`config.mk`:
```
export PLATFORM = sky130hd
export DESIGN_NAME = ascii_hex_reply_frame_parser_core
export DESIGN_NICKNAME = d
export VERILOG_FILES = /design/src/rtl/ahrfp_pkg.sv /design/src/rtl/ahrfp_in_reg.sv /design/src/rtl/ahrfp_parse.sv /design/src/rtl/ahrfp_out_reg.sv /design/src/rtl/ascii_hex_reply_frame_parser_core.sv
export VERILOG_INCLUDE_DIRS = /design/src /design/src/rtl
export SDC_FILE = /design/constraint.sdc
export NUM_CORES = 1
export LEC_CHECK = 0
export ABC_AREA = 0
export BUFFER_PORTS_ARGS = -buffer_cell sky130_fd_sc_hd__buf_2
export CAP_MARGIN = 5
export CORE_MARGIN = 2
export CORE_UTILIZATION = 30
export CTS_CLUSTER_DIAMETER = 30
export DETAILED_ROUTE_END_ITERATION = 12
export SYNTH_ARGS = -nofsm -noshare
export SYNTH_HDL_FRONTEND = slang
export SYNTH_SLANG_ARGS = --single-unit
```
`constraint.sdc`:
```
create_clock -name aclk -period 4.5 [get_ports aclk]
set_input_delay 0.225 -clock aclk [delete_from_list [all_inputs] [get_ports aclk]]
set_output_delay 0.225 -clock aclk [all_outputs]
set_load 0.03 [all_outputs]
```
`src/rtl/ascii_hex_reply_frame_parser_core_macros.svh`:
```
// Assertion helpers shared by the parser RTL.
`ifndef ASCII_HEX_REPLY_FRAME_PARSER_CORE_MACROS_SVH
`define ASCII_HEX_REPLY_FRAME_PARSER_CORE_MACROS_SVH

// Same-cycle implication, disabled while in reset.
`define AHRFP_ASSERT_IMP(lbl, clk, rstn, a, b, msg) \
    lbl: assert property (@(posedge clk) disable iff (!(rstn)) (a) |-> (b)) \
        else $error(msg);

// Next-cycle implication, disabled while in reset.
`define AHRFP_ASSERT_NXT(lbl, clk, rstn, a, b, msg) \
    lbl: assert property (@(posedge clk) disable iff (!(rstn)) (a) |=> (b)) \
        else $error(msg);

`endif

```
`src/rtl/ahrfp_pkg.sv`:
```
`timescale 1ns / 1ps
package ahrfp_pkg;

    localparam int MAX_ANALOG_SLOTS = 8;
    localparam int SLOT_IDX_W       = $clog2(MAX_ANALOG_SLOTS);
    localparam int ANALOG_W         = 8 * MAX_ANALOG_SLOTS;
    localparam int DIGITAL_W        = 16;
    localparam int MODE_W           = 4;
    localparam int CNT_W            = 5;
    localparam int KIND_W           = 3;
    localparam int M_TDATA_W        = 88;

    localparam logic [7:0] CHAR_STAR  = 8'h2A;
    localparam logic [7:0] CHAR_BANG  = 8'h21;
    localparam logic [7:0] CHAR_LO_H  = 8'h68;
    localparam logic [7:0] CHAR_LO_L  = 8'h6C;
    localparam logic [7:0] CHAR_UP_N  = 8'h4E;
    localparam logic [7:0] CHAR_UP_F  = 8'h46;
    localparam logic [7:0] CHAR_UP_I  = 8'h49;
    localparam logic [7:0] CHAR_LO_I  = 8'h69;
    localparam logic [7:0] CHAR_UP_R  = 8'h52;
    localparam logic [7:0] CHAR_LO_R  = 8'h72;

    localparam logic [KIND_W-1:0] KIND_ERROR   = 3'd0;
    localparam logic [KIND_W-1:0] KIND_LED_ON  = 3'd1;
    localparam logic [KIND_W-1:0] KIND_LED_OFF = 3'd2;
    localparam logic [KIND_W-1:0] KIND_PRESS   = 3'd3;
    localparam logic [KIND_W-1:0] KIND_RELEASE = 3'd4;
    localparam logic [KIND_W-1:0] KIND_ANALOG  = 3'd5;
    localparam logic [KIND_W-1:0] KIND_DIGITAL = 3'd6;
    localparam logic [KIND_W-1:0] KIND_OTHER   = 3'd7;

    typedef struct packed {
        logic [KIND_W-1:0]    frame_kind;
        logic                 to_reply_queue;
        logic                 led_on;
        logic [ANALOG_W-1:0]  analog_values;
        logic [DIGITAL_W-1:0] digital_value;
    } res_t;

    typedef struct packed {
        logic       ok;
        logic [3:0] val;
    } hex_t;

    function automatic hex_t hex_decode(input logic [7:0] b);
        hex_t h;
        h.ok  = 1'b1;
        h.val = 4'd0;
        if (b >= 8'h30 && b <= 8'h39) begin
            h.val = 4'(b - 8'h30);
        end else if (b >= 8'h41 && b <= 8'h46) begin
            h.val = 4'(b - 8'h37);
        end else if (b >= 8'h61 && b <= 8'h66) begin
            h.val = 4'(b - 8'h57);
        end else begin
            h.ok = 1'b0;
        end
        return h;
    endfunction

    function automatic logic [KIND_W-1:0] kind_decode(input logic [7:0] b);
        logic [KIND_W-1:0] k;
        case (b)
            CHAR_BANG:            k = KIND_ERROR;
            CHAR_LO_H:            k = KIND_LED_ON;
            CHAR_LO_L:            k = KIND_LED_OFF;
            CHAR_UP_N:            k = KIND_PRESS;
            CHAR_UP_F:            k = KIND_RELEASE;
            CHAR_UP_I, CHAR_LO_I: k = KIND_ANALOG;
            CHAR_UP_R, CHAR_LO_R: k = KIND_DIGITAL;
            default:              k = KIND_OTHER;
        endcase
        return k;
    endfunction

    // analog slot count per board mode
    function automatic logic [3:0] slots_for_mode(input logic [MODE_W-1:0] m);
        logic [3:0] n;
        case (m)
            4'd1, 4'd3, 4'd8: n = 4'd4;
            4'd2, 4'd4:       n = 4'd8;
            default:          n = 4'd0;
        endcase
        return n;
    endfunction

endpackage

```
`src/rtl/ahrfp_in_reg.sv`:
```
`timescale 1ns / 1ps
module ahrfp_in_reg
    import ahrfp_pkg::*;
(
    input  logic       aclk,
    input  logic       aresetn,
    input  logic       s_tvalid,
    output logic       s_tready,
    input  logic [7:0] s_tdata,
    input  logic       out_free,
    output logic [7:0] byte_q,
    output logic       fire
);

    logic       valid_reg;
    logic       valid_next;
    logic [7:0] byte_reg;

    // a '*' word needs room in the result register; other words always move on
    assign fire     = valid_reg && ((byte_reg != CHAR_STAR) || out_free);
    assign s_tready = !valid_reg || fire;
    assign byte_q   = byte_reg;

    always_comb begin
        valid_next = valid_reg;
        if (s_tready) begin
            valid_next = s_tvalid;
        end
    end

    always_ff @(posedge aclk) begin
        if (!aresetn) begin
            valid_reg <= 1'b0;
        end else begin
            valid_reg <= valid_next;
        end
    end

    always_ff @(posedge aclk) begin
        if (s_tvalid && s_tready) begin
            byte_reg <= s_tdata;
        end
    end

endmodule

```
`src/rtl/ahrfp_parse.sv`:
```
`timescale 1ns / 1ps
module ahrfp_parse
    import ahrfp_pkg::*;
(
    input  logic              aclk,
    input  logic              aresetn,
    input  logic              fire,
    input  logic [7:0]        byte_q,
    input  logic [MODE_W-1:0] mode,
    output logic              res_load,
    output res_t              res
);

    logic                 at_start_reg, at_start_next;
    logic [KIND_W-1:0]    kind_reg, kind_next;
    logic                 queued_reg, queued_next;
    logic [CNT_W-1:0]     cnt_reg, cnt_next;
    logic                 stopped_reg, stopped_next;
    logic [3:0]           hn_reg, hn_next;
    logic [DIGITAL_W-1:0] acc_reg, acc_next;
    logic [7:0]           slots_reg [MAX_ANALOG_SLOTS];
    logic [7:0]           slots_next [MAX_ANALOG_SLOTS];
    logic [DIGITAL_W-1:0] word_reg, word_next;
    logic                 led_reg, led_next;

    logic                 is_star;
    hex_t                 hx;
    logic [3:0]           n_slots;
    logic [ANALOG_W-1:0]  packed_slots;

    assign is_star  = (byte_q == CHAR_STAR);
    assign hx       = hex_decode(byte_q);
    assign n_slots  = slots_for_mode(mode);
    assign res_load = fire && is_star;

    always_comb begin
        for (int k = 0; k < MAX_ANALOG_SLOTS; k++) begin
            packed_slots[8*k +: 8] = slots_reg[k];
        end
    end

    // result reflects the frame applied at '*'
    always_comb begin
        res.analog_values = packed_slots;
        if (at_start_reg) begin
            res.frame_kind     = KIND_OTHER;
            res.to_reply_queue = 1'b1;
        end else begin
            res.frame_kind     = kind_reg;
            res.to_reply_queue = queued_reg;
        end
        res.led_on = led_reg;
        if (!at_start_reg && kind_reg == KIND_LED_ON) begin
            res.led_on = 1'b1;
        end else if (!at_start_reg && kind_reg == KIND_LED_OFF) begin
            res.led_on = 1'b0;
        end
        res.digital_value = word_reg;
        if (!at_start_reg && kind_reg == KIND_DIGITAL && cnt_reg != '0) begin
            res.digital_value = acc_reg;
        end
    end

    always_comb begin
        at_start_next = at_start_reg;
        kind_next     = kind_reg;
        queued_next   = queued_reg;
        cnt_next      = cnt_reg;
        stopped_next  = stopped_reg;
        hn_next       = hn_reg;
        acc_next      = acc_reg;
        word_next     = word_reg;
        led_next      = led_reg;
        for (int k = 0; k < MAX_ANALOG_SLOTS; k++) begin
            slots_next[k] = slots_reg[k];
        end
        if (fire) begin
            if (is_star) begin
                kind_next     = res.frame_kind;
                queued_next   = res.to_reply_queue;
                led_next      = res.led_on;
                word_next     = res.digital_value;
                at_start_next = 1'b1;
                cnt_next      = '0;
                stopped_next  = 1'b0;
                hn_next       = 4'd0;
                acc_next      = '0;
            end else if (at_start_reg) begin
                kind_next     = kind_decode(byte_q);
                queued_next   = !(byte_q == CHAR_LO_R || byte_q == CHAR_LO_I
                                  || byte_q == CHAR_UP_N || byte_q == CHAR_UP_F);
                at_start_next = 1'b0;
            end else if ((kind_reg == KIND_ANALOG || kind_reg == KIND_DIGITAL)
                         && !stopped_reg) begin
                if (!hx.ok) begin
                    stopped_next = 1'b1;
                end else if (kind_reg == KIND_DIGITAL) begin
                    if (cnt_reg < CNT_W'(4)) begin
                        acc_next = {acc_reg[DIGITAL_W-5:0], hx.val};
                        cnt_next = cnt_reg + 1'b1;
                    end
                end else if (cnt_reg < {n_slots, 1'b0}) begin
                    if (!cnt_reg[0]) begin
                        hn_next = hx.val;
                    end else begin
                        slots_next[cnt_reg[SLOT_IDX_W:1]] = {hn_reg, hx.val};
                    end
                    cnt_next = cnt_reg + 1'b1;
                end
            end
        end
    end

    always_ff @(posedge aclk) begin
        if (!aresetn) begin
            at_start_reg <= 1'b1;
            kind_reg     <= KIND_ERROR;
            queued_reg   <= 1'b0;
            cnt_reg      <= '0;
            stopped_reg  <= 1'b0;
            hn_reg       <= 4'd0;
            acc_reg      <= '0;
            word_reg     <= '0;
            led_reg      <= 1'b0;
            for (int k = 0; k < MAX_ANALOG_SLOTS; k++) begin
                slots_reg[k] <= 8'd0;
            end
        end else begin
            at_start_reg <= at_start_next;
            kind_reg     <= kind_next;
            queued_reg   <= queued_next;
            cnt_reg      <= cnt_next;
            stopped_reg  <= stopped_next;
            hn_reg       <= hn_next;
            acc_reg      <= acc_next;
            word_reg     <= word_next;
            led_reg      <= led_next;
            for (int k = 0; k < MAX_ANALOG_SLOTS; k++) begin
                slots_reg[k] <= slots_next[k];
            end
        end
    end

endmodule

```
`src/rtl/ahrfp_out_reg.sv`:
```
`timescale 1ns / 1ps
module ahrfp_out_reg
    import ahrfp_pkg::*;
(
    input  logic                 aclk,
    input  logic                 aresetn,
    input  logic                 res_load,
    input  res_t                 res,
    output logic                 out_free,
    output logic                 m_tvalid,
    input  logic                 m_tready,
    output logic [M_TDATA_W-1:0] m_tdata,
    output logic [KIND_W-1:0]    m_tuser
);

    localparam int PAY_W = 2 + ANALOG_W + DIGITAL_W;

    logic       valid_reg, valid_next;
    res_t       res_reg;

    assign out_free = !valid_reg || m_tready;
    assign m_tvalid = valid_reg;
    assign m_tuser  = res_reg.frame_kind;
    assign m_tdata  = {{(M_TDATA_W - PAY_W){1'b0}}, res_reg.digital_value,
                       res_reg.analog_values, res_reg.led_on, res_reg.to_reply_queue};

    always_comb begin
        valid_next = valid_reg;
        if (res_load) begin
            valid_next = 1'b1;
        end else if (m_tready) begin
            valid_next = 1'b0;
        end
    end

    always_ff @(posedge aclk) begin
        if (!aresetn) begin
            valid_reg <= 1'b0;
        end else begin
            valid_reg <= valid_next;
        end
    end

    always_ff @(posedge aclk) begin
        if (res_load) begin
            res_reg <= res;
        end
    end

endmodule

```
`src/rtl/ascii_hex_reply_frame_parser_core.sv`:
```
// Reply frame parser for an ASCII hex serial I/O board.
// s_ channel: one received byte per word (s_tdata[7:0]). m_ channel: one word
// per '*' frame terminator, carrying the frame kind in m_tuser and the tracked
// LED, analog slot and digital values after that frame in m_tdata.
// cfg_ channel: writes the 4-bit board mode, which sets the analog slot count;
// write it only while the parser is idle. cfg_ready is always high.
// Bytes pass the input register, the single decode stage and, for a '*', the
// result register, which drives m_tvalid; a non-'*' byte is decoded in the
// next cycle. Throughput is one byte per cycle unless a '*' must wait in the
// input register for the result register. When m_tready is low and a result
// waits, non-'*' bytes keep flowing; a second '*' is held in the input register,
// and s_tready drops once that register is full and blocked.
// Reset (aresetn low, synchronous) clears the mode, the LED flag, all analog
// slots and the digital word, and starts a new frame.
`timescale 1ns / 1ps
`include "ascii_hex_reply_frame_parser_core_macros.svh"
module ascii_hex_reply_frame_parser_core
    import ahrfp_pkg::*;
(
    input  logic                 aclk,
    input  logic                 aresetn,
    input  logic                 s_tvalid,
    output logic                 s_tready,
    input  logic [7:0]           s_tdata,    // [7:0] rx_byte
    output logic                 m_tvalid,
    input  logic                 m_tready,
    // [0] to_reply_queue, [1] led_on, [65:2] analog_values,
    // [81:66] digital_value, [87:82] zero
    output logic [M_TDATA_W-1:0] m_tdata,
    output logic [KIND_W-1:0]    m_tuser,    // [2:0] frame_kind
    input  logic                 cfg_valid,
    output logic                 cfg_ready,
    input  logic [MODE_W-1:0]    cfg_data    // [3:0] config_mode
);

    logic [MODE_W-1:0] mode_reg;
    logic              out_free;
    logic              fire;
    logic [7:0]        byte_q;
    logic              res_load;
    res_t              res;

    assign cfg_ready = 1'b1;

    always_ff @(posedge aclk) begin
        if (!aresetn) begin
            mode_reg <= '0;
        end else if (cfg_valid && cfg_ready) begin
            mode_reg <= cfg_data;
        end
    end

    ahrfp_in_reg u_in (
        .aclk     (aclk),
        .aresetn  (aresetn),
        .s_tvalid (s_tvalid),
        .s_tready (s_tready),
        .s_tdata  (s_tdata),
        .out_free (out_free),
        .byte_q   (byte_q),
        .fire     (fire)
    );

    ahrfp_parse u_parse (
        .aclk     (aclk),
        .aresetn  (aresetn),
        .fire     (fire),
        .byte_q   (byte_q),
        .mode     (mode_reg),
        .res_load (res_load),
        .res      (res)
    );

    ahrfp_out_reg u_out (
        .aclk     (aclk),
        .aresetn  (aresetn),
        .res_load (res_load),
        .res      (res),
        .out_free (out_free),
        .m_tvalid (m_tvalid),
        .m_tready (m_tready),
        .m_tdata  (m_tdata),
        .m_tuser  (m_tuser)
    );

    `AHRFP_ASSERT_NXT(a_star_gives_result, aclk, aresetn, res_load, m_tvalid, "star lost")
    `AHRFP_ASSERT_IMP(a_no_overwrite, aclk, aresetn, m_tvalid && !m_tready, !res_load, "result overwritten")
    `AHRFP_ASSERT_IMP(a_load_only_on_star, aclk, aresetn, res_load, byte_q == CHAR_STAR, "result without star")
    `AHRFP_ASSERT_IMP(a_stall_only_blocked, aclk, aresetn, !s_tready, !out_free && byte_q == CHAR_STAR, "bad input stall")

endmodule
```
==> results.cfg, run 1 <==
[power_and_ir_drop]
power.density_nw_per_um2 = 488
peakVddDrop_v = 0.000207
total_power_w = 0.00505
p_leak_nw = 3.99

[detailed_routing]
firstDrtPassIters = 4
drc = 0
ant_nets = 0
via_count = 5209
drt-initial-drc-count = 376
vias_per_cell = 4.57
wl_per_cell_um = 15.3
drt-total-wl_mm = 17.5

[logic_synthesis]
synthesis.area_um2 = 8110
synth_enable_flop_cells = 93
synth_ff_type = dfxtp_1
synth_area_leaders = edfxtp_1 (34%), dfxtp_1 (29%), mux2i_1 (6.5%)
synth_top_cell_by_area = edfxtp_1
syn_avg_cell_area_um2 = 12.4
ys_warn_count = 0
seq_area_frac_synth_pct = 63.6
synth_seq_cells = 211
synth_cell_types = 60
synth_top_area_share_pct = 34.5
syn_inst = 652
async_flop_share_pct = 0

[sta]
slew_viol_final = 0
setup_viol = 0
tightest_slew_ns = 1.21
hold_viol_final = 0
fin_setup_tns_ns = 0
relSlewSlack_pct = 19.4
period_needed_ns = 3.39
finalClockSkew_ns = 0.0265
finalCritPeriodShare_pct = 75.4
fmax_ghz = 0.295
rsz0062_at_grt = no

[layout]
area_growth_pct = 27.6
largest_register_ffs = 82
multi_input_area_um2 = 2710
finalInstanceArea_um2 = 10300
diodes = 0
nets = 796
drive_gt1_share_pct = 25.5
fillers = 2595
fin_cells = 1141
layout.cells.most_common = dfxtp_1
seqCellArea_um2 = 5150
final_cell_mix = dfxtp_1 (118), buf_2 (103), edfxtp_1 (93), mux2i_1 (53), nand3_1 (47)

[setup_path]
start_kind = register
worstPathArrival_ns = 3.79
critPathCaptureType = register
r2r_slack_ns = 1.11
worst-r2r-cell-count = 7
critPathMaxFanout = 10
required_ns = 4.90
rr_endpoint = u_parse.slots_reg[1][2]
timing.rr.start = u_in.byte_q[1]
path_class = reg -> reg

[place]
placed_area_um2 = 8900
gp_congestion = 0.774
numPortBuffers = 103
dp_cells = 1060
dp_hpwl_mm = 11.1

[clocking]
clock_latency_ns = 0.51
cts_resized = 0
clock-root-buffer = clkbuf_16
cts_buffers = 38
tritoncts = yes
clk_pin_slew_ns = 0.05
numClockSinks = 211
cts_max_level = 2
clockBufferDepth = 3

[min_path]
hold_class = in -> reg
holdPathStages = 3
min_to = u_in.valid_reg
hold_start = s_tvalid

[global_routing]
grt_pass1_vias = 4951
antenna_found_initial = 0
overflow = 0
grt.total_usage_pct = 12.2
grt_pass1_wl_mm = 27.3
grt_start_max_net_pins = 109

[floorplan]
io_pins = 111
row_count = 60
die_area_um2 = 28300
core-area_um2 = 26700
start_util_pct = 30.3
die_x_um = 168
fp.dieH_um = 168

[status]
status = complete, no violations

[flow_run]
drv_cap = 0
power by group:
group          switching [W]  internal, W
Sequential         0.0000205      0.00200
Clock               0.000957      0.00195
Combinational      0.0000687    0.0000480
Total                0.00105      0.00400
cells in the mapped netlist (5+ instances only):
library cell and count:
dfxtp_1 118, edfxtp_1 93, mux2i_1 53, nand3_1 47, nor2b_1 45, o21ai_0 41, nand2_1 40, clkbuf_1 27
mux2_2 16, a22o_1 15, a21boi_0 14, buf_4 10, a21oi_1 9, inv_1 9, nand4_1 9, nor2_1 9
ha_1 8, buf_2 7, nand2b_1 6, nor3b_1 6, a31oi_1 5
critical path, stage by stage (launching register included):
cell and delay, ns:
edfxtp_1 0.48, inv_1 0.15, ha_1 0.28, nor3b_1 0.07, or4_1 0.58, o21bai_1 0.58, o2111ai_1 0.76, o21ai_0 0.40
cell type report:
cell class / count / area share [%]
Clock buffer: 48 / 10.5
Clock inverter: 21 / 2.35
Inverter: 9 / 0.327
Multi-Input combinational cell: 389 / 26.2
Sequential cell: 211 / 49.8
Tap cell: 341 / 4.12
Timing Repair Buffer: 122 / 6.65
logic make-up after synthesis:
| group | after synthesis | share of synthesized area, % |
|---|---|---|
| multiplexers | 69 | 8.77 |
| XOR/XNOR | 2 | 0.216 |
| flip-flops | 211 | 63.6 |
| adder cells (fa/ha/maj) | 8 | 1.23 |
| AO/OA/AOI/OAI | 107 | 8.95 |
| AND/OR/NAND/NOR | 196 | 13.9 |
| other | 2 | 0.0927 |
| buffers and inverters | 57 | 3.21 |
stage by stage:
step	setup slack, ns	util [%]	hold slack (ns)
finish	1.11	38.7	0.0194
global route	0.855	38.7	0.0311
CTS	1.11	38.7	0.0149
detailed placement	1.13	33.3	0.404
global placement	1.24	33.3	0.408
floorplan	1.40	-	0.324
layer usage:
metal	global-route usage [%]	up-vias	wire length, um
met1	17.1	2408	8320
met2	18.4	157	7650
met3	2.96	30	1150
li1	-	2614	-
met4	4.12	0	340
met5	0	-	0
worst max-delay path by stage:
stage                              start                  endpoint  slack (ns)  cells after the start
after floorplan           u_in.byte_q[7]           u_parse.led_reg        1.40                      5
after global placement    u_in.byte_q[1]  u_parse.slots_reg[0][18]        1.24                      7
after detailed placement  u_in.byte_q[1]   u_parse.slots_reg[1][2]        1.13                      7
after CTS                 u_in.byte_q[1]   u_parse.slots_reg[1][2]        1.11                      7
after global routing      u_in.byte_q[0]  u_parse.slots_reg[1][18]        0.85                      7
final                     u_in.byte_q[1]   u_parse.slots_reg[1][2]        1.11                      7
timing repair:
action / 4_1_cts / 5_1_grt
hold buffers: 12 / 0
endpoints found under the hold margin: 12 / 0
buffers inserted: 0 / 0
No activity file was read; power rests on OpenSTA's default activity.
==> run 2: changes to the inputs <==
clock period = 3 ns   (was 4.5 ns; I/O delays follow)
==> run 2 against run 1 <==
Compared with the run above: global-route usage is 0.19 points lower; die area unchanged; cell count grew 2.5%; critical path type unchanged; critical endpoint is now u_parse.slots_reg[1][19]; largest cell class unchanged; highest routed layer unchanged.
==> results.cfg, run 2 (synthesis gave the netlist of run 1 again) <==
[detailed_routing]
drt-initial-drc-count = 292
drc = 0
firstDrtPassIters = 4
drt-total-wl_mm = 17.1
wl_per_cell_um = 14.6
via_count = 5348
ant_nets = 0
vias_per_cell = 4.57

[layout]
diodes = 0
final_cell_mix = dfxtp_1 (118), buf_2 (103), edfxtp_1 (93), mux2i_1 (53), nand3_1 (47)
multi_input_area_um2 = 2710
fillers = 2574
drive_gt1_share_pct = 27.9
nets = 821
area_growth_pct = 30.0
layout.cells.most_common = dfxtp_1
largest_register_ffs = 82
seqCellArea_um2 = 5150

[sta]
tightest_slew_ns = 0.892
finalClockSkew_ns = 0.0243
hold_viol_final = 0
rsz0062_at_grt = no
relSlewSlack_pct = 40.4
fmax_ghz = 0.365
setup_viol = 0
period_needed_ns = 2.74
fin_setup_tns_ns = 0
slew_viol_final = 0
finalCritPeriodShare_pct = 91.2

[global_routing]
antenna_found_initial = 0
grt_start_max_net_pins = 50
grt_pass1_wl_mm = 27.3
overflow = 0
grt.total_usage_pct = 12.0
grt_pass1_vias = 5034

[clocking]
cts_max_level = 2
clockBufferDepth = 3
tritoncts = yes
clk_pin_slew_ns = 0.06
post_cts_buffers = 0
clock_latency_ns = 0.51
ctsHoldBuffers = 17
cts_buffers = 41
cts_resized = 0
clock-root-buffer = clkbuf_16
numClockSinks = 211

[setup_path]
critPathCaptureType = register
start_kind = register
path_class = reg -> reg
worstPathArrival_ns = 3.07
required_ns = 3.34
critPathMaxFanout = 12

[power_and_ir_drop]
peakVddDrop_v = 0.000358
p_leak_nw = 4.09
total_power_w = 0.00750
power.density_nw_per_um2 = 712

[floorplan]
fp.dieH_um = 168
start_util_pct = 30.3
die_area_um2 = 28300
core-area_um2 = 26700
io_pins = 111
row_count = 60
die_x_um = 168

[status]
status = complete, no violations

[min_path]
hold_class = in -> reg

[place]
gp_congestion = 0.798
dp_hpwl_mm = 11.2
numPortBuffers = 103

[flow_run]
drv_cap = 0
==> run 2: cell count changes in the layout (fill, tap and decap cells not counted), moves of 3 or more <==
cell and change:
inv_8 +5, bufinv_16 -4, inv_6 +3, clkbuf_1 -3, dlygate4sd3_1 +5, buf_4 +16
==> run 2: path summary, 6_finish.rpt <==
| path | end | startpoint | cells past startpoint | slack, ns |
|---|---|---|---|---|
| worst max register to register | u_parse.slots_reg[1][19] | mode_reg[2] | 9 | 0.26 |
| worst min register to register | u_out.m_tdata[9] | u_parse.slots_reg[0][7] | 0 | 0.42 |
| worst min-delay path | u_parse.acc_reg[0] | aresetn | 3 | 0.08 |
| worst max-delay path | u_parse.slots_reg[1][19] | mode_reg[2] | 9 | 0.26 |
==> run 2: area by class of cell <==
| type | instances | share of cell area (%) |
|---|---|---|
| clock buffers | 47 | 10.4 |
| clock inverters | 28 | 2.18 |
| inverters | 9 | 0.321 |
| multi-input cells | 389 | 25.8 |
| flip-flops and latches | 211 | 48.9 |
| well taps | 341 | 4.05 |
| repair buffers | 144 | 8.34 |
==> run 2: power breakdown <==
| group | total, W | switching, W | internal, W |
|---|---|---|---|
| clock network | 0.00428 | 0.00157 | 0.00271 |
| logic | 0.000197 | 0.000111 | 0.0000861 |
| registers | 0.00303 | 0.0000250 | 0.00300 |
==> run 2: worst max-delay path, cell delays in order (launching register included) <==
cell     delay, ns
dfxtp_1       0.33
xnor2_1       0.12
or3_1         0.31
ha_1          0.29
inv_1         0.06
a211o_1       0.13
nor4b_4       0.51
nand4_1       0.50
nand3_1       0.21
o21ai_0       0.11
==> run 2: routing by layer <==
layer / part of all wire (%) / global-route usage (%)
met3: 6.1 / 3.43
met5: 0 / 0
met1: 48 / 16.4
met4: 1.9 / 4.05
met2: 44 / 18.2
==> run 2: stage by stage <==
stage          cells  worst slack (ns)  utilization, %  hold slack (ns)  area, um2
2_1_floorplan    657             0.332               -            0.249       8130
3_3_place_gp    1077             0.326            33.8            0.331       9040
3_5_place_dp    1077             0.306            33.8            0.331       9040
4_1_cts         1169             0.263            39.4           0.0579      10500
5_1_grt         1169            0.0547            39.4           0.0850      10500
6_report        1169             0.264            39.4           0.0752      10500
==> run 3: changes to the inputs <==
ABC_CLOCK_PERIOD_IN_PS = 3000   (was not set)
SKIP_CTS_REPAIR_TIMING = 1   (was not set)
SYNTH_HIERARCHICAL = 1   (was not set)
==> run 3 against run 2 <==
Compared with the run above: utilization increased by 0.61 points; sequential power hardly changed; global-route usage is 1.2 points higher; via count rose by 8.1%; synthesized area grew 2.9%; wire length up 12%; sequential share of layout area is 2.2 points lower; non-clock buffer count is 4 lower; die area up 2.8%; largest cell class unchanged.
==> results.cfg, run 3 <==
[logic_synthesis]
synth_xor_area_share_pct = 0.210
synth_top_cell_by_area = edfxtp_1
synth_mux_area_share_pct = 10.8
synth_enable_flop_cells = 93
ys_warn_count = 6
synth_top_area_share_pct = 33.5
yosys-top-cells-count = nand2_1 (123), dfxtp_1 (118), edfxtp_1 (93), mux2i_1 (72), a21oi_1 (41)
synth-compound-area-share_pct = 8.42
syn_avg_cell_area_um2 = 11.9
synth_seq_cells = 211
synth_ff_type = dfxtp_1
synth_cell_types = 71
syn_inst = 703
synth_area_leaders = edfxtp_1 (33%), dfxtp_1 (28%), mux2i_1 (8.6%)
yosys.area_share.simple_pct = 14.1
synthesis.area_um2 = 8340
async_flop_share_pct = 0
synth_top_family_by_area = simple AND/OR/NAND/NOR gates
synth_fa_ha_area_share_pct = 1.20
synth_most_common_cell = nand2_1
seq_area_frac_synth_pct = 61.8

[floorplan]
io_pins = 111
row_count = 61
die_x_um = 171
core-area_um2 = 27600
fp.dieH_um = 171
die_area_um2 = 29100
start_util_pct = 30.3

[layout]
finalInstanceArea_um2 = 11000
multi_input_area_um2 = 2920
layout.cells.most_common = nand2_1
nets = 877
seqCellArea_um2 = 5150
largest_register_ffs = 82
fillers = 2630
final_cell_mix = nand2_1 (123), dfxtp_1 (118), buf_2 (103), edfxtp_1 (93), mux2i_1 (72)
diodes = 0
drive_gt1_share_pct = 28.3
area_growth_pct = 32.3

[power_and_ir_drop]
p_leak_nw = 4.24
power.density_nw_per_um2 = 740
peakVddDrop_v = 0.000438

[status]
status = complete, no violations

[sta]
hold_viol_final = 0
tightest_slew_ns = 0.750
relSlewSlack_pct = 49.9
slew_viol_final = 0
fmax_ghz = 0.363
finalCritPeriodShare_pct = 91.9
period_needed_ns = 2.76
whs_ns = 0.0123
fin_setup_tns_ns = 0
finalClockSkew_ns = 0.0273
setup_viol = 0
rsz0062_at_grt = no

[setup_path]
critPathMaxFanout = 8
slowest_delay_ns = 0.80
worst-r2r-cell-count = 7
worstPathArrival_ns = 3.13
critPathCaptureType = register
path_cells = nor2b_1, a31oi_1, nand2b_1, nor3_1, nand3_1, or4_1, mux2i_1
critPathSlowestCell = or4_1
path_class = reg -> reg
required_ns = 3.37
r2r_slack_ns = 0.24
rr_endpoint = u_parse/slots_reg[0][8]
timing.rr.start = u_in/byte_q[1]
start_kind = register

[detailed_routing]
drt-total-wl_mm = 19.1
drt-initial-drc-count = 377
firstDrtPassIters = 5
via_count = 5783
vias_per_cell = 4.57
wl_per_cell_um = 15.1
drc = 0
ant_nets = 0

[global_routing]
grt_start_max_net_pins = 55
antenna_found_initial = 0
grt.total_usage_pct = 13.2
grt_pass1_wl_mm = 30.6
overflow = 0
grt_pass1_vias = 5598

[clocking]
cts_max_level = 2
clockBufferDepth = 3
clock_latency_ns = 0.53
cts_buffers = 46
clk_pin_slew_ns = 0.05
clock-root-buffer = clkbuf_16
numClockSinks = 211
tritoncts = yes

[place]
dp_hpwl_mm = 12.2
placed_area_um2 = 9310
numPortBuffers = 103
gp_congestion = 0.823

[min_path]
holdPathStages = 3
hold_class = in -> reg
hold_start = cfg_valid
min_to = mode_reg[3]

[flow_run]
drv_cap = 0
[run 3: changes by cell type after synthesis, sizes merged, moves of 14 or more]
cell,delta
mux2i,+19
a21oi,+31
a22o,-14
nand2,+83
nor2b,-39
o21ai,-17
[run 3: worst max path at each step]
stage | start | to | depth (start not counted)
final | u_in/byte_q[1] | u_parse/slots_reg[0][8] | 7
after global routing | u_in/byte_q[1] | u_parse/slots_reg[0][10] | 7
after CTS | u_in/byte_q[1] | u_parse/acc_reg[2] | 7
after detailed placement | u_in/byte_q[1] | u_parse/acc_reg[7] | 7
after global placement | u_in/byte_q[1] | u_parse/acc_reg[2] | 7
after floorplan | u_in/byte_q[0] | u_out/m_tdata[0] | 6
[run 3: power by group]
| group | internal [W] | switching (W) |
|---|---|---|
| registers | 0.00301 | 0.0000312 |
| logic | 0.0000812 | 0.000134 |
| clock network | 0.00324 | 0.00167 |
| total | 0.00632 | 0.00184 |
[run 3: area by class of cell]
type                            instances  share of cell area [%]
Sequential cell                       211                    46.7
Multi-Input combinational cell        439                    26.5
Clock buffer                           53                    11.4
Timing Repair Buffer                  140                    7.85
Tap cell                              378                    4.29
Clock inverter                         31                    2.72
Inverter                               14                   0.499
[run 3: cell families after synthesis]
family / count (synthesis)
compound gates: 104
flops: 211
other cells: 2
xor+xnor: 2
mux: 88
simple gates: 230
fa+ha+maj: 8
buf+inv: 58
[run 3: metrics by stage]
step | power, W | instances | worst slack [ns] | util (%)
finish | 0.00816 | 1266 | 0.242 | 40.0
global route | 0.00844 | 1266 | 0.0488 | 40.0
CTS | 0.00825 | 1251 | 0.135 | 39.5
detailed placement | 0.00329 | 1167 | 0.143 | 33.8
global placement | 0.00329 | 1167 | 0.266 | 33.8
floorplan | 0.00323 | 708 | 0.325 | -
[run 3: routing by layer]
layer / wire (um) / global-route usage [%]
met3: 1150 / 3.19
met5: 0 / 0
met2: 7960 / 19.4
met4: 484 / 4.50
met1: 9470 / 18.9
[run 3: critical path, delay by kind of cell, from the launching register on]
family | cells | cell delay (ns)
compound gates | 1 | 0.25
flops | 1 | 0.50
mux | 1 | 0.20
simple gates | 5 | 1.66
